--- config.mk ---
export PLATFORM = sky130hd
export DESIGN_NAME = vmf_front
export DESIGN_NICKNAME = d
export VERILOG_FILES = /design/src/rtl/vmf_pkg.sv /design/src/rtl/vmf_front.sv
export SDC_FILE = /design/constraint.sdc
export NUM_CORES = 1
export LEC_CHECK = 0
export ABC_AREA = 1
export BUFFER_PORTS_ARGS = -buffer_cell sky130_fd_sc_hd__buf_2
export CORE_MARGIN = 1.5
export CORE_UTILIZATION = 25
export CTS_CLUSTER_SIZE = 10
export DETAILED_ROUTE_END_ITERATION = 10
export PLACE_DENSITY_LB_ADDON = 0.1
export SYNTH_ARGS = -nofsm -noshare
export SYNTH_HDL_FRONTEND = slang
export SYNTH_SLANG_ARGS = --single-unit
--- constraint.sdc ---
create_clock -name clk_i -period 10.2 [get_ports clk_i]
set_clock_uncertainty 0.1 [all_clocks]
set_input_delay 2.04 -clock clk_i [delete_from_list [all_inputs] [get_ports clk_i]]
set_output_delay 2.04 -clock clk_i [all_outputs]
set_load 0.005 [all_outputs]
--- src/rtl/vmf_pkg.sv ---
// Shared constants, types and sizes of the 3x3x3 volume median filter.
// Used by vmf_front, vmf_queue, vmf_back and the top level; depends on nothing else.
package vmf_pkg;

  localparam int MaxColumns = 128;
  localparam int MaxRows    = 128;
  localparam int SampleBits = 16;
  localparam int SliceW     = 16;
  localparam int CfgW       = 16;
  localparam int CfgIdxW    = 2;

  localparam logic [CfgIdxW-1:0] RegColumns = 2'd0;
  localparam logic [CfgIdxW-1:0] RegRows    = 2'd1;
  localparam logic [CfgIdxW-1:0] RegSlices  = 2'd2;

  localparam int ColW   = $clog2(MaxColumns);
  localparam int RowW   = $clog2(MaxRows);
  localparam int DimCW  = ColW + 1;
  localparam int DimRW  = RowW + 1;
  localparam int PlaneW = $clog2(MaxRows * MaxColumns + 1);
  localparam int LagW   = $clog2(MaxRows * MaxColumns + MaxColumns + 3);

  // History ring: a power of two well above two slices plus two rows, so the
  // back end may trail the front end by a queue's worth of voxels.
  localparam int HistDepth = 1 << $clog2(2 * MaxRows * MaxColumns + 2 * MaxColumns + 67);
  localparam int HistAw    = $clog2(HistDepth);

  localparam int Window = 27;
  localparam int WinIdxW = $clog2(Window);
  localparam int WinCntW = $clog2(Window + 1);

  localparam int QueueDepth = 4;
  localparam int QueueAw    = $clog2(QueueDepth);

  localparam int OutBits  = SampleBits + 1;
  localparam int OutDataW = ((OutBits + 7) / 8) * 8;

  typedef struct packed {
    logic [DimCW-1:0]  nc;
    logic [DimRW-1:0]  nr;
    logic [SliceW-1:0] ns;
    logic [PlaneW-1:0] plane;
  } vmf_dims_t;

  typedef struct packed {
    logic [ColW-1:0]   col;
    logic [RowW-1:0]   row;
    logic [SliceW-1:0] slice;
    logic [HistAw-1:0] lin;
    logic              last;
  } vmf_job_t;

endpackage

--- src/rtl/vmf_front.sv ---
// Front end: configuration registers, input and output voxel counters,
// history writes and issue of one median job per due result. Uses vmf_pkg.
module vmf_front (
  input  logic                          clk_i,
  input  logic                          rst_ni,
  input  logic                          cfg_we_i,
  input  logic [vmf_pkg::CfgIdxW-1:0]   cfg_idx_i,
  input  logic [vmf_pkg::CfgW-1:0]      cfg_data_i,
  input  logic                          in_valid_i,
  input  logic                          in_kind_i,
  input  logic [vmf_pkg::SampleBits-1:0] in_sample_i,
  output logic                          in_ready_o,
  input  logic                          q_full_i,
  output logic                          push_o,
  output vmf_pkg::vmf_job_t             job_o,
  output vmf_pkg::vmf_dims_t            dims_o,
  output logic                          hist_we_o,
  output logic [vmf_pkg::HistAw-1:0]    hist_waddr_o,
  output logic [vmf_pkg::SampleBits-1:0] hist_wdata_o
);
  import vmf_pkg::*;

  logic [7:0]        cols_q, rows_q;
  logic [SliceW-1:0] slices_q;
  logic [ColW-1:0]   in_col_q, in_col_d, out_col_q, out_col_d;
  logic [RowW-1:0]   in_row_q, in_row_d, out_row_q, out_row_d;
  logic [SliceW-1:0] in_slice_q, in_slice_d, out_slice_q, out_slice_d;
  logic [LagW-1:0]   pend_q, pend_d, pend_inc, lag;
  logic [HistAw-1:0] in_addr_q, in_addr_d, out_lin_q, out_lin_d;
  logic [DimCW-1:0]  nc;
  logic [DimRW-1:0]  nr;
  logic [SliceW-1:0] ns;
  logic [PlaneW-1:0] plane;
  logic              accept, sample_go, in_done_n, emit, last, in_col_wrap, in_row_wrap;
  logic              out_col_wrap, out_row_wrap;

  always_comb begin
    if (cols_q == '0) nc = DimCW'(1);
    else if (32'(cols_q) > MaxColumns) nc = DimCW'(MaxColumns);
    else nc = DimCW'(cols_q);
    if (rows_q == '0) nr = DimRW'(1);
    else if (32'(rows_q) > MaxRows) nr = DimRW'(MaxRows);
    else nr = DimRW'(rows_q);
    ns = (slices_q == '0) ? SliceW'(1) : slices_q;
  end

  assign plane  = PlaneW'(32'(nr) * 32'(nc));
  assign lag    = LagW'(plane) + LagW'(nc) + LagW'(1);
  assign dims_o = '{nc: nc, nr: nr, ns: ns, plane: plane};

  assign in_ready_o = !q_full_i;
  assign accept     = in_valid_i && in_ready_o;
  assign sample_go  = accept && !in_kind_i && (in_slice_q < ns);

  assign in_col_wrap = (DimCW'(in_col_q) + DimCW'(1)) >= nc;
  assign in_row_wrap = (DimRW'(in_row_q) + DimRW'(1)) >= nr;

  always_comb begin
    in_col_d   = in_col_q;
    in_row_d   = in_row_q;
    in_slice_d = in_slice_q;
    if (sample_go) begin
      if (in_col_wrap) begin
        in_col_d = '0;
        if (in_row_wrap) begin
          in_row_d   = '0;
          in_slice_d = in_slice_q + SliceW'(1);
        end else begin
          in_row_d = in_row_q + RowW'(1);
        end
      end else begin
        in_col_d = in_col_q + ColW'(1);
      end
    end
  end

  // A result is due once the whole neighborhood is in, or the volume is complete.
  assign in_done_n = in_slice_d >= ns;
  assign pend_inc  = pend_q + LagW'(sample_go);
  assign emit      = accept && (in_done_n || pend_inc >= lag + LagW'(1));

  assign out_col_wrap = (DimCW'(out_col_q) + DimCW'(1)) >= nc;
  assign out_row_wrap = (DimRW'(out_row_q) + DimRW'(1)) >= nr;
  assign last = out_col_wrap && out_row_wrap &&
                ({1'b0, out_slice_q} + 17'd1 >= {1'b0, ns});

  assign in_addr_d = in_addr_q + HistAw'(sample_go);

  always_comb begin
    out_col_d   = out_col_q;
    out_row_d   = out_row_q;
    out_slice_d = out_slice_q;
    out_lin_d   = out_lin_q;
    pend_d      = pend_inc - LagW'(emit);
    if (emit) begin
      out_lin_d = out_lin_q + HistAw'(1);
      if (out_col_wrap) begin
        out_col_d = '0;
        if (out_row_wrap) begin
          out_row_d   = '0;
          out_slice_d = out_slice_q + SliceW'(1);
        end else begin
          out_row_d = out_row_q + RowW'(1);
        end
      end else begin
        out_col_d = out_col_q + ColW'(1);
      end
    end
  end

  always_ff @(posedge clk_i or negedge rst_ni) begin
    if (!rst_ni) begin
      cols_q      <= 8'd128;
      rows_q      <= 8'd128;
      slices_q    <= SliceW'(1);
      in_col_q    <= '0;
      in_row_q    <= '0;
      in_slice_q  <= '0;
      out_col_q   <= '0;
      out_row_q   <= '0;
      out_slice_q <= '0;
      pend_q      <= '0;
      in_addr_q   <= '0;
      out_lin_q   <= '0;
    end else if (cfg_we_i && (cfg_idx_i == RegColumns || cfg_idx_i == RegRows ||
                              cfg_idx_i == RegSlices)) begin
      case (cfg_idx_i)
        RegColumns: cols_q   <= cfg_data_i[7:0];
        RegRows:    rows_q   <= cfg_data_i[7:0];
        default:    slices_q <= cfg_data_i[SliceW-1:0];
      endcase
      in_col_q    <= '0;
      in_row_q    <= '0;
      in_slice_q  <= '0;
      out_col_q   <= '0;
      out_row_q   <= '0;
      out_slice_q <= '0;
      pend_q      <= '0;
      out_lin_q   <= in_addr_q;
    end else if (emit && last) begin
      in_col_q    <= '0;
      in_row_q    <= '0;
      in_slice_q  <= '0;
      out_col_q   <= '0;
      out_row_q   <= '0;
      out_slice_q <= '0;
      pend_q      <= '0;
      in_addr_q   <= in_addr_d;
      out_lin_q   <= out_lin_d;
    end else begin
      in_col_q    <= in_col_d;
      in_row_q    <= in_row_d;
      in_slice_q  <= in_slice_d;
      out_col_q   <= out_col_d;
      out_row_q   <= out_row_d;
      out_slice_q <= out_slice_d;
      pend_q      <= pend_d;
      in_addr_q   <= in_addr_d;
      out_lin_q   <= out_lin_d;
    end
  end

  assign push_o       = emit;
  assign job_o        = '{col: out_col_q, row: out_row_q, slice: out_slice_q,
                          lin: out_lin_q, last: last};
  assign hist_we_o    = sample_go;
  assign hist_waddr_o = in_addr_q;
  assign hist_wdata_o = in_sample_i;

endmodule

==> results_dict.tcl <==
set metrics [dict create \
    ys_ff_latch 139 \
    io_buffers 136 \
    holdCritPathClass "reg -> reg" \
    end_kind "output port" \
    drtAntennaViolNets 0 \
    start_util_pct 25.2 \
    fmax_mhz 103 \
    seqCellArea_um2 3480 \
    dr.pass1.iters 4 \
    die-area_um2 52900 \
    p_clk_share_pct 21.4 \
    cts_num_sinks 139 \
    cts_tree "yes" \
    dp_hpwl_mm 32.4 \
    tightest_slew_ns 1.00 \
    power_frac_comb_pct 53.6 \
    die_y_um 230 \
    grt_overflow 0 \
    area_delta_synth_final_pct 17.1 \
    p_sw_share_pct 46.1 \
    syn_nets 1993 \
    crit_top_cell "nand2_1" \
    fin_setup_tns_ns 0 \
    cp-start-kind "flip-flop" \
    grt_pass1_wl_mm 64.9 \
    routed_wl_mm 41.4 \
    finalSetupViolations 0 \
    hold_viol 0 \
    grt_usage_pct 16.0 \
    fin_crit_ns 9.68 \
    rows 83 \
    numCtsBuffers 17 \
    finalMaxSlewViolations 0 \
    drt-initial-drc-count 562 \
    remaining_drc_errors 0 \
    dpl.cell_count 2543 \
    powerDensity_nw_per_um2 206 \
    ys_warn_count 0 \
    fin_crit_sh_pct 94.9 \
    placed_area_um2 14300 \
    setup_slack_ns 0.524 \
    postCtsHoldBufs 0 \
    switchingPower_mw 1.43 \
    crit_arrival_ns 7.54 \
    total_power_mw 3.11 \
    internal_power_mw 1.68 \
    vias_per_cell 4.44 \
    synthCells 1762 \
    h-tree-depth 4 \
    coreArea_um2 51100 \
    wl_per_cell_um 16.1 \
    syn_area_um2 12900 \
    ctsRootBufferMaster "clkbuf_16" \
    diodes 0 \
    vias 11500 \
    critPathSlowestCell "or4_4" \
    yosys-top-cells-area "dfrtp_1, ha_1, nand2_1" \
    drive_gt1_share_pct 13.3 \
    grt_max_degree 74 \
    yosysSeqAreaShare_pct 27.0 \
    power_leakage_nw 8.35 \
    post-route-util_pct 29.5 \
    path_class "reg -> out" \
    max-vdd-ir-drop_v 0.0000963 \
    grt_pass1_vias 11300 \
    status "completed" \
    syn_area_per_cell_um2 7.31 \
    clkTransAtPathRegs_ns 0.06 \
    fin_area_um2 15100 \
    crit_fanout 5 \
    holdPathStages 2 \
    synthDistinctLibCells 50 \
    r2r_cells 42 \
    yosysTopAreaCellShare_pct 26.4 \
    fin_cells 2579 \
    hold_ws_ns 0.396 \
    cap_violations 0 \
    crit_required_ns 8.06 \
    pwr-share-seq_pct 25.0 \
    yosysTopAreaCell "dfrtp_1" \
    clk_latency_ns 0.48 \
    cpPeakStageDelay_ns 0.55 \
    dpl_worst_slack_ns 0.530 \
    slew_headroom_pct 33.0 \
    pin_count 169 \
    clockBufferDepth 2 \
    nets 2118 \
    antenna_found_initial 0 \
    multi_input_area_um2 8180 \
    die_w_um 230 \
    place_congestion 0.784 \
    fill_cells 5680 \
]
layer usage:
metal	global-route usage, %	vias up	part of all wire (%)
met1	20.8	5437	48
met4	4.27	0	1.5
met5	0	-	0
li1	-	5838	-
met2	26.7	153	47
met3	3.45	34	3.1
what timing repair did:
action                                  CTS  global route
endpoints found under the setup margin    1             1
buffers inserted                          0             5
gates resized for setup                   1            25
endpoints found under the hold margin     0             0
pin swaps                                 0            12
synthesized netlist by cell type, drive strengths merged:
cell       n
xnor2     18
ha       155
nand4     35
a31oi      3
fa        36
or2        3
o211ai     3
or4        1
nor3      27
and3b      1
clkbuf    28
nand3b     5
a21boi     1
a211oi     3
nor2     188
xor2      85
nand3    108
clkinv     8
dfstp      3
o22ai      4
o21ai     62
buf       30
a21o       3
nor3b      4
inv      275
o21bai     3
nand2    437
o221ai     5
nor4       9
o2bb2ai    1
o31ai      1
o21a       4
dfrtp    136
a21oi     77
registers in the layout, indices dropped and copies added, names as in the netlist:
name          count
hist_waddr_o     16
in_slice_q       16
out_lin_q        16
out_slice_q      16
slices_q         16
pend_q           15
cols_q            8
rows_q            8
in_col_q          7
in_row_q          7
out_col_q         7
out_row_q         7
power groups by stage:
stage,Sequential [mW],Clock (mW),Combinational (mW)
finish,0.778,0.667,1.67
global route,0.795,0.716,1.93
CTS,0.778,0.697,1.61
detailed placement,0.787,0,1.60
global placement,0.787,0,1.60
floorplan,0.756,0,1.10
layout by cell type (no fill, tap or decap), types with 3 or more instances in the layout:
cell type / instances
nand2_1: 427
inv_1: 268
nor2_1: 176
ha_1: 149
dfrtp_1: 136
buf_2: 135
nand3_1: 103
xor2_1: 84
a21oi_1: 76
o21ai_0: 52
fa_1: 36
nand4_1: 35
buf_4: 27
nor3_1: 24
xnor2_1: 18
clkbuf_16: 17
o21ai_1: 9
clkinv_1: 8
nor2_2: 8
nand2_2: 7
nor4_1: 7
inv_2: 6
ha_4: 6
nand3b_1: 5
o221ai_1: 5
o21a_1: 4
nor2_4: 4
o22ai_1: 4
nand2_4: 3
a21o_1: 3
or2_2: 3
o21bai_1: 3
nand3_4: 3
nor3b_1: 3
o211ai_1: 3
clkinvlp_4: 3
bufinv_16: 3
clkinv_2: 3
dfstp_2: 3
logic make-up (layout without fill, tap and decap cells):
logic type,Yosys count,in the layout,share of synthesized area [%]
buf+inv,341,478,10.7
fa+ha+maj,191,191,20.7
flops,139,139,27.0
simple gates,818,818,27.3
compound gates,170,170,7.23
xor+xnor,103,103,7.06
worst paths after layout:
check | from | end | slack (ns)
worst max-delay path | cols_q[0] | push_o | 0.52
worst min-delay path | rows_q[5] | rows_q[5] | 0.40
worst max register to register | cols_q[0] | out_slice_q[14] | 1.30
worst min register to register | rows_q[5] | rows_q[5] | 0.40
max in group asynchronous | rst_ni | pend_q[12] | 7.02
min in group asynchronous | rst_ni | out_row_q[5] | 1.51
worst max-delay path, delay by kind of cell, from the launching register on:
family                   cells  cell delay (ns)
AO/OA/AOI/OAI                6             1.07
XOR/XNOR                     2             0.29
adder cells (fa/ha/maj)      8             2.82
buffers and inverters        7             0.60
flip-flops                   1             0.40
AND/OR/NAND/NOR             14             1.90
layout make-up:
type | instances | share of cell area [%]
clock inverters | 11 | 0.962
clock buffers | 20 | 3.03
inverters | 283 | 7.06
flip-flops and latches | 139 | 23.1
well taps | 680 | 5.64
repair buffers | 164 | 5.97
multi-input cells | 1282 | 54.3
(Power assumes the default switching activity.)
