**config.mk**
```make
export PLATFORM = sky130hd
export DESIGN_NAME = vmf_back
export DESIGN_NICKNAME = d
export VERILOG_FILES = /design/src/rtl/vmf_pkg.sv /design/src/rtl/vmf_back.sv
export SDC_FILE = /design/constraint.sdc
export NUM_CORES = 1
export LEC_CHECK = 0
export CORE_MARGIN = 8
export CORE_UTILIZATION = 30
export DETAILED_ROUTE_END_ITERATION = 10
export DONT_BUFFER_PORTS = 1
export PLACE_DENSITY = 0.55
export SLEW_MARGIN = 20
export SYNTH_ARGS = -nofsm -noshare
export SYNTH_HDL_FRONTEND = slang
export SYNTH_SLANG_ARGS = --single-unit
```
**constraint.sdc**
```tcl
create_clock -name clk_i -period 5.8 [get_ports clk_i]
set_clock_uncertainty 0.1 [all_clocks]
set_input_delay 0.87 -clock clk_i [delete_from_list [all_inputs] [get_ports clk_i]]
set_output_delay 0.87 -clock clk_i [all_outputs]
set_load 0.05 [all_outputs]
```
**src/rtl/vmf_pkg.sv**
```systemverilog
// Shared constants, types and sizes of the 3x3x3 volume median filter.
// Used by vmf_front, vmf_queue, vmf_back and the top level; depends on nothing else.
package vmf_pkg;

  localparam int MaxColumns = 128;
  localparam int MaxRows    = 128;
  localparam int SampleBits = 16;
  localparam int SliceW     = 16;
  localparam int CfgW       = 16;
  localparam int CfgIdxW    = 2;

  localparam logic [CfgIdxW-1:0] RegColumns = 2'd0;
  localparam logic [CfgIdxW-1:0] RegRows    = 2'd1;
  localparam logic [CfgIdxW-1:0] RegSlices  = 2'd2;

  localparam int ColW   = $clog2(MaxColumns);
  localparam int RowW   = $clog2(MaxRows);
  localparam int DimCW  = ColW + 1;
  localparam int DimRW  = RowW + 1;
  localparam int PlaneW = $clog2(MaxRows * MaxColumns + 1);
  localparam int LagW   = $clog2(MaxRows * MaxColumns + MaxColumns + 3);

  // History ring: a power of two well above two slices plus two rows, so the
  // back end may trail the front end by a queue's worth of voxels.
  localparam int HistDepth = 1 << $clog2(2 * MaxRows * MaxColumns + 2 * MaxColumns + 67);
  localparam int HistAw    = $clog2(HistDepth);

  localparam int Window = 27;
  localparam int WinIdxW = $clog2(Window);
  localparam int WinCntW = $clog2(Window + 1);

  localparam int QueueDepth = 4;
  localparam int QueueAw    = $clog2(QueueDepth);

  localparam int OutBits  = SampleBits + 1;
  localparam int OutDataW = ((OutBits + 7) / 8) * 8;

  typedef struct packed {
    logic [DimCW-1:0]  nc;
    logic [DimRW-1:0]  nr;
    logic [SliceW-1:0] ns;
    logic [PlaneW-1:0] plane;
  } vmf_dims_t;

  typedef struct packed {
    logic [ColW-1:0]   col;
    logic [RowW-1:0]   row;
    logic [SliceW-1:0] slice;
    logic [HistAw-1:0] lin;
    logic              last;
  } vmf_job_t;

endpackage

```
**src/rtl/vmf_back.sv**
```systemverilog
// Back end: walks the 27 neighbor offsets of a job, reads the history,
// keeps a sorted list and drives the output register. Uses vmf_pkg.
module vmf_back (
  input  logic                           clk_i,
  input  logic                           rst_ni,
  input  vmf_pkg::vmf_dims_t             dims_i,
  input  logic                           q_empty_i,
  input  vmf_pkg::vmf_job_t              job_i,
  output logic                           pop_o,
  output logic                           hist_re_o,
  output logic [vmf_pkg::HistAw-1:0]     hist_raddr_o,
  input  logic [vmf_pkg::SampleBits-1:0] hist_rdata_i,
  output logic                           out_valid_o,
  input  logic                           out_ready_i,
  output logic [vmf_pkg::OutBits-1:0]    out_median_o,
  output logic                           out_last_o
);
  import vmf_pkg::*;

  typedef enum logic [3:0] {
    StIdle  = 4'b0001,
    StScan  = 4'b0010,
    StFlush = 4'b0100,
    StEmit  = 4'b1000
  } vmf_state_e;

  vmf_state_e                    state_q, state_d;
  vmf_job_t                      job_q;
  logic [1:0]                    dx_q, dy_q, dz_q;
  logic                          take_q;
  logic signed [SampleBits-1:0]  v_q [Window];
  logic signed [SampleBits-1:0]  v_d [Window];
  logic [WinCntW-1:0]            n_q;
  logic [Window-1:0]             gt;
  logic signed [SampleBits-1:0]  key;
  logic                          nb_ok, scan_end, load_out;
  logic [HistAw-1:0]             off_z, off_y;
  logic [WinIdxW-1:0]            idx_lo, idx_hi;
  logic signed [OutBits-1:0]     twice;
  logic [OutBits-1:0]            res_q;
  logic                          res_last_q, res_valid_q;

  // A neighbor counts when every axis stays inside the volume.
  always_comb begin
    nb_ok = 1'b1;
    if (dz_q == 2'd0 && job_q.slice == '0) nb_ok = 1'b0;
    if (dz_q == 2'd2 && ({1'b0, job_q.slice} + 17'd1 >= {1'b0, dims_i.ns})) nb_ok = 1'b0;
    if (dy_q == 2'd0 && job_q.row == '0) nb_ok = 1'b0;
    if (dy_q == 2'd2 && (DimRW'(job_q.row) + DimRW'(1) >= dims_i.nr)) nb_ok = 1'b0;
    if (dx_q == 2'd0 && job_q.col == '0) nb_ok = 1'b0;
    if (dx_q == 2'd2 && (DimCW'(job_q.col) + DimCW'(1) >= dims_i.nc)) nb_ok = 1'b0;
  end

  always_comb begin
    case (dz_q)
      2'd0:    off_z = -HistAw'(dims_i.plane);
      2'd2:    off_z = HistAw'(dims_i.plane);
      default: off_z = '0;
    endcase
    case (dy_q)
      2'd0:    off_y = -HistAw'(dims_i.nc);
      2'd2:    off_y = HistAw'(dims_i.nc);
      default: off_y = '0;
    endcase
  end

  assign hist_raddr_o = job_q.lin + off_z + off_y + HistAw'(dx_q) - HistAw'(1);
  assign hist_re_o    = (state_q == StScan);
  assign scan_end     = dx_q == 2'd2 && dy_q == 2'd2 && dz_q == 2'd2;

  // Insertion into the sorted list: each slot decides on its own.
  assign key = hist_rdata_i;
  always_comb begin
    for (int i = 0; i < Window; i++) begin
      gt[i] = (WinCntW'(i) < n_q) && (v_q[i] > key);
    end
    for (int i = 0; i < Window; i++) begin
      if (i > 0 && gt[i-1]) v_d[i] = v_q[i-1];
      else if (gt[i] || WinCntW'(i) == n_q) v_d[i] = key;
      else v_d[i] = v_q[i];
    end
  end

  // For an odd count both indexes meet at the middle entry.
  assign idx_hi = WinIdxW'(n_q >> 1);
  assign idx_lo = WinIdxW'((n_q - WinCntW'(1)) >> 1);
  assign twice  = OutBits'(v_q[idx_lo]) + OutBits'(v_q[idx_hi]);

  assign load_out = (state_q == StEmit) && (!res_valid_q || out_ready_i);
  assign pop_o    = (state_q == StIdle) && !q_empty_i;

  always_comb begin
    state_d = state_q;
    case (state_q)
      StIdle:  if (!q_empty_i) state_d = StScan;
      StScan:  if (scan_end) state_d = StFlush;
      StFlush: state_d = StEmit;
      StEmit:  if (load_out) state_d = StIdle;
      default: state_d = StIdle;
    endcase
  end

  always_ff @(posedge clk_i) begin
    if (pop_o) job_q <= job_i;
    if (take_q) begin
      for (int i = 0; i < Window; i++) v_q[i] <= v_d[i];
    end
    if (load_out) begin
      res_q      <= twice;
      res_last_q <= job_q.last;
    end
  end

  always_ff @(posedge clk_i or negedge rst_ni) begin
    if (!rst_ni) begin
      state_q     <= StIdle;
      dx_q        <= '0;
      dy_q        <= '0;
      dz_q        <= '0;
      take_q      <= 1'b0;
      n_q         <= '0;
      res_valid_q <= 1'b0;
    end else begin
      state_q <= state_d;
      take_q  <= (state_q == StScan) && nb_ok;
      if (pop_o) begin
        n_q  <= '0;
        dx_q <= '0;
        dy_q <= '0;
        dz_q <= '0;
      end else begin
        if (take_q) n_q <= n_q + WinCntW'(1);
        if (state_q == StScan && !scan_end) begin
          if (dx_q == 2'd2) begin
            dx_q <= '0;
            if (dy_q == 2'd2) begin
              dy_q <= '0;
              dz_q <= dz_q + 2'd1;
            end else begin
              dy_q <= dy_q + 2'd1;
            end
          end else begin
            dx_q <= dx_q + 2'd1;
          end
        end
      end
      if (load_out) res_valid_q <= 1'b1;
      else if (out_ready_i) res_valid_q <= 1'b0;
    end
  end

  assign out_valid_o  = res_valid_q;
  assign out_median_o = res_q;
  assign out_last_o   = res_last_q;

endmodule

```
==> flow_metrics.py, run 1 <==
metrics = {
    "pwr": {
        "seq_power_share_pct": 25.3,
        "p_int_mw": 7.43,
        "combPwrFrac_pct": 52.5,
        "ir_worst_vdd_mv": 0.287,
        "p_leak_nw": 11.5,
        "p_clk_share_pct": 22.3,
        "p_per_area_mw_per_mm2": 407,
        "p_sw_share_pct": 40.8,
        "power_switching_mw": 5.11,
        "p_total_mw": 12.5,
    },
    "logic_synthesis": {
        "synthCells": 2233,
        "ys_ff_latch": 338,
        "synth_edf_count": 321,
        "syn_nets": 2714,
        "yosysMostFrequentCell": "ha_1",
        "synth.top_cells.by_count": "ha_1, edfxtp_1, mux2_2, mux4_2, inv_1",
        "synth_warnings": 0,
        "synth_ff_type": "edfxtp_1",
        "synthTopCellsByArea": "edfxtp_1, ha_1, mux4_2",
        "synth_cell_types": 76,
        "synth_top_cell_by_area": "edfxtp_1",
        "synth.cell_area_mm2": 0.0272,
        "async_flop_share_pct": 5.03,
        "ys_seq_area_share_pct": 37.0,
        "synth_top_cell_area_share_pct": 35.4,
        "syn_area_per_cell_um2": 12.2,
    },
    "clock_tree": {
        "cts_tree": "done",
        "ctsLongestPathBuffers": 3,
        "h-tree-depth": 2,
        "cts-root-buf": "clkbuf_16",
        "cts_buffers": 43,
        "clkSinkCount": 338,
        "path_clk_slew_ns": 0.06,
        "clock_latency_ns": 0.59,
    },
    "drt": {
        "first_iter_violations": 1659,
        "wl_per_cell_um": 25.3,
        "first_pass_iters": 5,
        "totalWireLength_um": 88800,
        "viasPerCell": 5.68,
        "ant_nets": 0,
        "drc": 0,
        "vias": 19900,
    },
    "global_route": {
        "gr-usage-met3_pct": 3.68,
        "grt_pass1_vias": 20500,
        "top_usage_layer": "met2",
        "grt_use_total_pct": 17.2,
        "antenna_found_initial": 11,
        "grt_pass1_wl_um": 131000,
        "overflow": 0,
        "use_met2_pct": 29.5,
        "grt_use_met1_pct": 21.7,
        "grt_max_degree": 50,
    },
    "placement": {
        "dpl.cell_count": 3422,
        "placed_area_mm2": 0.0292,
        "post-place-ws_ns": -0.434,
        "io_buffers": 0,
        "hpwlAfterDp_um": 71400,
        "gp_congestion": 0.897,
    },
    "layout": {
        "drive_above_1_share_pct": 25.9,
        "final_area_mm2": 0.0308,
        "final_core_util_pct": 34.3,
        "nets": 2774,
        "instances_no_fill": 3506,
        "fill_cells": 8800,
        "area_growth_pct": 13.3,
    },
    "timing": {
        "hold_viol_final": 0,
        "rsz0062_at_grt": "yes",
        "finalSetupViolCount": 1,
        "post-route-period-util_pct": 100,
        "tightest_slew_ns": 1.08,
        "tns_ns": -0.0167,
        "clock.fmax_mhz": 172,
        "min_period_ns": 5.82,
        "final_max_slew_viol_count": 0,
        "slew_headroom_pct": 28.1,
        "setup_slack_ns": -0.0167,
        "hold_slack_ns": 0.272,
    },
    "floorplan": {
        "die-area_mm2": 0.101,
        "fp.dieW_um": 317,
        "io_pins": 151,
        "die_h_um": 317,
        "core_area_mm2": 0.0900,
        "rows": 110,
        "initial_core_util_pct": 30.2,
    },
    "critical_path": {
        "cp.required_ns": 4.83,
        "end_kind": "output port",
        "cp_data_arrival_time_ns": 4.85,
        "crit_type": "input port to output port",
        "critPathLaunchType": "input port",
        "cp_max_fo": 4,
    },
    "status": {
        "failed_checks": "setup timing",
        "status": "finished with violations",
    },
    "worst_hold_path": {
        "min_path_type": "input port to flop",
    },
    "run": {
        "cap_violations": 0,
    },
}
[layout make-up]
| type | count | area (µm²) | share of cell area [%] |
|---|---|---|---|
| Multi-Input combinational cell | 1654 | 16500 | 53.5 |
| Clock inverter | 31 | 330 | 1.07 |
| Sequential cell | 338 | 10100 | 32.7 |
| Antenna cell | 5 | 12.5 | 0.0406 |
| Inverter | 152 | 571 | 1.85 |
| Clock buffer | 46 | 1090 | 3.53 |
| Tap cell | 1176 | 1470 | 4.77 |
| Timing Repair Buffer | 104 | 803 | 2.60 |
[power groups by stage]
stage / registers [mW] / clock network, mW / logic, mW
2_1_floorplan: 3.14 / 0 / 4.54
3_3_place_gp: 3.21 / 0 / 6.24
3_5_place_dp: 3.22 / 0 / 6.41
4_1_cts: 3.17 / 2.86 / 6.55
5_1_grt: 3.19 / 2.96 / 7.05
6_report: 3.17 / 2.79 / 6.58
[placed cells by master, fill, tap and decap left out, drive strengths merged, types with 9 or more instances in the layout]
master / synthesis / final
a2111oi: 9 / 9
a211oi: 16 / 16
a21o: 46 / 46
a21oi: 111 / 111
a31oi: 15 / 15
and3: 16 / 16
buf: 34 / 103
clkbuf: 55 / 46
clkinv: 0 / 19
dfrtp: 16 / 16
edfxtp: 321 / 321
fa: 18 / 18
ha: 349 / 349
inv: 152 / 155
mux2: 209 / 209
mux4: 160 / 160
nand2: 103 / 103
nand2b: 21 / 21
nand3: 58 / 58
nand4: 36 / 36
nor2: 90 / 90
nor2b: 17 / 17
nor3: 36 / 36
nor4: 13 / 13
o211ai: 10 / 10
o21a: 14 / 14
o21ai: 91 / 91
o31a: 12 / 12
or2: 9 / 9
or3: 12 / 12
xnor2: 46 / 46
xor2: 23 / 23
[layer usage]
metal | up-vias | share of wire, %
met5 | - | 0.055
li1 | 8909 | -
met4 | 8 | 2.8
met1 | 10200 | 41
met3 | 142 | 7.9
met2 | 703 | 48
[cells by family after synthesis]
| family | after synthesis | synth area share (%) |
|---|---|---|
| and+or+nand+nor | 443 | 8.31 |
| DFF | 338 | 37.0 |
| muxes | 375 | 22.1 |
| AOI/OAI and AO/OA | 400 | 9.54 |
| adders and majority gates | 367 | 17.4 |
| xor gates and xnor gates | 69 | 2.22 |
| buffers and inverters | 241 | 3.46 |
[registers in the layout, indices dropped and copies added, names as in the netlist]
name          count
v_q             256
job_q            47
out_median_o     17
n_q               5
state_q           4
dx_q              2
dy_q              2
dz_q              2
out_last_o        1
out_valid_o       1
take_q            1
[worst paths after layout]
kind                            slack (ns)  cells after the start                    endpoint          startpoint
worst min-delay path                  0.27                      0         v_q[0][7]$_DFFE_PP_     hist_rdata_i[7]
max in group asynchronous             4.25                      1          n_q[1]$_DFFE_PN0P_              rst_ni
worst max register to register        0.67                     17  out_median_o[16]$_DFFE_PP_  n_q[1]$_DFFE_PN0P_
worst min register to register        0.32                      0        out_last_o$_DFFE_PP_  job_q[0]$_DFFE_PP_
worst max-delay path                 -0.02                     13            hist_raddr_o[14]           dims_i[6]
min in group asynchronous             0.75                      1          n_q[2]$_DFFE_PN0P_              rst_ni
[critical path, stage by stage]
cell and delay, ns:
or4_4 0.54, or3_4 0.36, or4_4 0.50, xor2_1 0.16, a22oi_1 0.08, ha_1 0.30
inv_2 0.04, fa_1 0.54, ha_4 0.21, and3_1 0.16, a221o_1 0.32, or4b_4 0.56
nand3_4 0.20
[timing repair]
item                                   in CTS  in global routing
pin swaps                                  27                 19
gates resized for setup                    18                  8
gates cloned                                0                  0
setup buffers                               1                  0
setup endpoints to repair                   4                  5
hold buffers                                1                  0
endpoints found under the hold margin      17                  0
(Power assumes the default switching activity.)
==> inputs of run 2 (changes only) <==
--- a/config.mk
+++ b/config.mk
@@ -10,6 +10,7 @@
 export DETAILED_ROUTE_END_ITERATION = 10
 export DONT_BUFFER_PORTS = 1
 export PLACE_DENSITY = 0.55
+export SETUP_SLACK_MARGIN = 0.1
 export SLEW_MARGIN = 20
 export SYNTH_ARGS = -nofsm -noshare
 export SYNTH_HDL_FRONTEND = slang
==> run 2 against run 1 <==
  * The run still ends with setup timing left
  * Utilization increased by 0.19 points
  * Sequential power about the same
  * Via count decreased by 0.48%
  * Worst hold slack got worse by 0.0095 ns
  * Combinational power increased by 2%
  * Fmax about the same
  * Cell count about the same
  * Wire length decreased by 2.1%
  * Highest routed layer unchanged
  * Design area increased by 0.55%
==> flow_metrics.py, run 2 (synthesized netlist as in run 1, its figures left out) <==
metrics = {
    "layout": {
        "area_growth_pct": 14.0,
        "nets": 2769,
        "largest_register_ffs": 256,
        "final_core_util_pct": 34.5,
        "final_common_cell": "ha_1",
        "fill_cells": 8775,
        "final_area_mm2": 0.0310,
        "drive_above_1_share_pct": 26.2,
        "top_register": "v_q",
        "layout_common_cells": "ha_1, edfxtp_1, mux2_2",
    },
    "critical_path": {
        "crit_type": "input port to output port",
        "rr_worst_depth": 15,
        "cp.required_ns": 4.83,
        "cp_data_arrival_time_ns": 4.84,
        "cp_max_fo": 4,
        "critPathLaunchType": "input port",
        "rrSetupSlack_ns": 0.84,
        "crit_start": "dims_i[5]",
        "rr_endpoint": "out_median_o[16]$_DFFE_PP_",
        "end_kind": "output port",
        "r2r_start": "n_q[1]$_DFFE_PN0P_",
    },
    "worst_hold_path": {
        "min_path_type": "input port to flop",
        "min_from": "hist_rdata_i[15]",
        "min_to": "v_q[0][15]$_DFFE_PP_",
        "holdPathStages": 0,
    },
    "pwr": {
        "ir_worst_vdd_mv": 0.274,
        "p_per_area_mw_per_mm2": 413,
        "p_leak_nw": 11.5,
    },
    "timing": {
        "slew_headroom_pct": 30.4,
        "hold_viol_final": 0,
        "rsz0062_at_grt": "yes",
        "post-route-period-util_pct": 100,
        "finalSetupViolCount": 2,
        "tightest_slew_ns": 1.04,
        "final_max_slew_viol_count": 0,
        "min_period_ns": 5.81,
        "clock.fmax_mhz": 172,
        "setup_slack_ns": -0.0117,
    },
    "status": {
        "status": "finished with violations",
        "failed_checks": "setup timing",
    },
    "clock_tree": {
        "h-tree-depth": 2,
        "path_clk_slew_ns": 0.06,
        "clkSinkCount": 338,
        "clock_latency_ns": 0.60,
        "cts_buffers": 46,
        "ctsLongestPathBuffers": 3,
        "cts_tree": "done",
        "cts-root-buf": "clkbuf_16",
    },
    "floorplan": {
        "die_h_um": 317,
        "rows": 110,
        "initial_core_util_pct": 30.2,
        "io_pins": 151,
        "die-area_mm2": 0.101,
        "fp.dieW_um": 317,
        "core_area_mm2": 0.0900,
    },
    "drt": {
        "vias": 19800,
        "totalWireLength_um": 86900,
        "viasPerCell": 5.66,
        "wl_per_cell_um": 24.8,
        "first_iter_violations": 1887,
        "ant_nets": 0,
        "drc": 0,
        "first_pass_iters": 5,
    },
    "run": {
        "cap_violations": 0,
    },
    "global_route": {
        "overflow": 0,
        "grt_pass1_vias": 20300,
        "grt_max_degree": 83,
        "grt_use_total_pct": 16.8,
        "grt_pass1_wl_um": 128000,
        "antenna_found_initial": 9,
    },
    "placement": {
        "post-place-ws_ns": -0.205,
        "placed_area_mm2": 0.0292,
        "io_buffers": 0,
        "gp_congestion": 0.870,
        "hpwlAfterDp_um": 69800,
    },
}
## run 2: per-layer routing
layer  wire length, µm  track usage [%]  part of all wire (%)  vias up
li1                  -                -                     -     8912
met4              3240             6.09                   3.7       10
met5                44                0                 0.051        -
met1             35300             20.9                    41    10100
met3              7220             4.27                   8.3      140
met2             41100             28.2                    47      714
## run 2: critical path, stage by stage
cell	delay, ns
or4_4	0.52
or3_4	0.40
or4_4	0.44
or3_1	0.37
a32oi_1	0.21
ha_1	0.28
fa_1	0.56
inv_2	0.05
ha_4	0.21
or2_4	0.26
a21oi_4	0.13
nor2b_2	0.07
o22ai_4	0.22
xnor2_4	0.24
## run 2: layout make-up
type	count	area, µm²	area share (%)
Inverter	152	571	1.84
Tap cell	1176	1470	4.74
Clock inverter	26	319	1.03
Timing Repair Buffer	96	785	2.53
Clock buffer	59	1220	3.94
Multi-Input combinational cell	1654	16600	53.4
Sequential cell	338	10100	32.5
Antenna cell	3	7.51	0.0242
## run 2: worst max path at each step
| stage | endpoint | slack [ns] | depth (start not counted) |
|---|---|---|---|
| 3_3_place_gp | hist_raddr_o[14] | -0.12 | 13 |
| 5_1_grt | hist_raddr_o[15] | -0.15 | 17 |
| 2_1_floorplan | hist_raddr_o[14] | -0.05 | 13 |
| 3_5_place_dp | hist_raddr_o[14] | -0.21 | 15 |
| 4_1_cts | hist_raddr_o[14] | -0.03 | 12 |
| 6_report | hist_raddr_o[15] | -0.01 | 14 |
## run 2: report_power, final
part	leakage (nW)	internal [mW]	switching (mW)	total [mW]
clock network	0.739	1.76	1.16	2.92
registers	3.13	3.00	0.158	3.16
logic	7.66	2.87	3.85	6.72
## run 2: timing repair
action | 4_1_cts | 5_1_grt
buffers inserted | 3 | 0
pin swaps | 36 | 9
endpoints found under the setup margin | 4 | 6
cloned | 0 | 0
hold buffers | 1 | 0
resized for setup | 29 | 5
hold endpoints to repair | 17 | 0
## run 2: per-stage QoR
stage               setup TNS [ns]  power [mW]  hold slack (ns)  std cells
floorplan                  -0.0520        7.74            0.300       2233
global placement            -0.140        9.55            0.304       3413
detailed placement          -0.325        9.70            0.305       3413
CTS                        -0.0591        12.9            0.223       3501
global route                -0.421        13.5            0.230       3502
finish                     -0.0198        12.8            0.263       3504
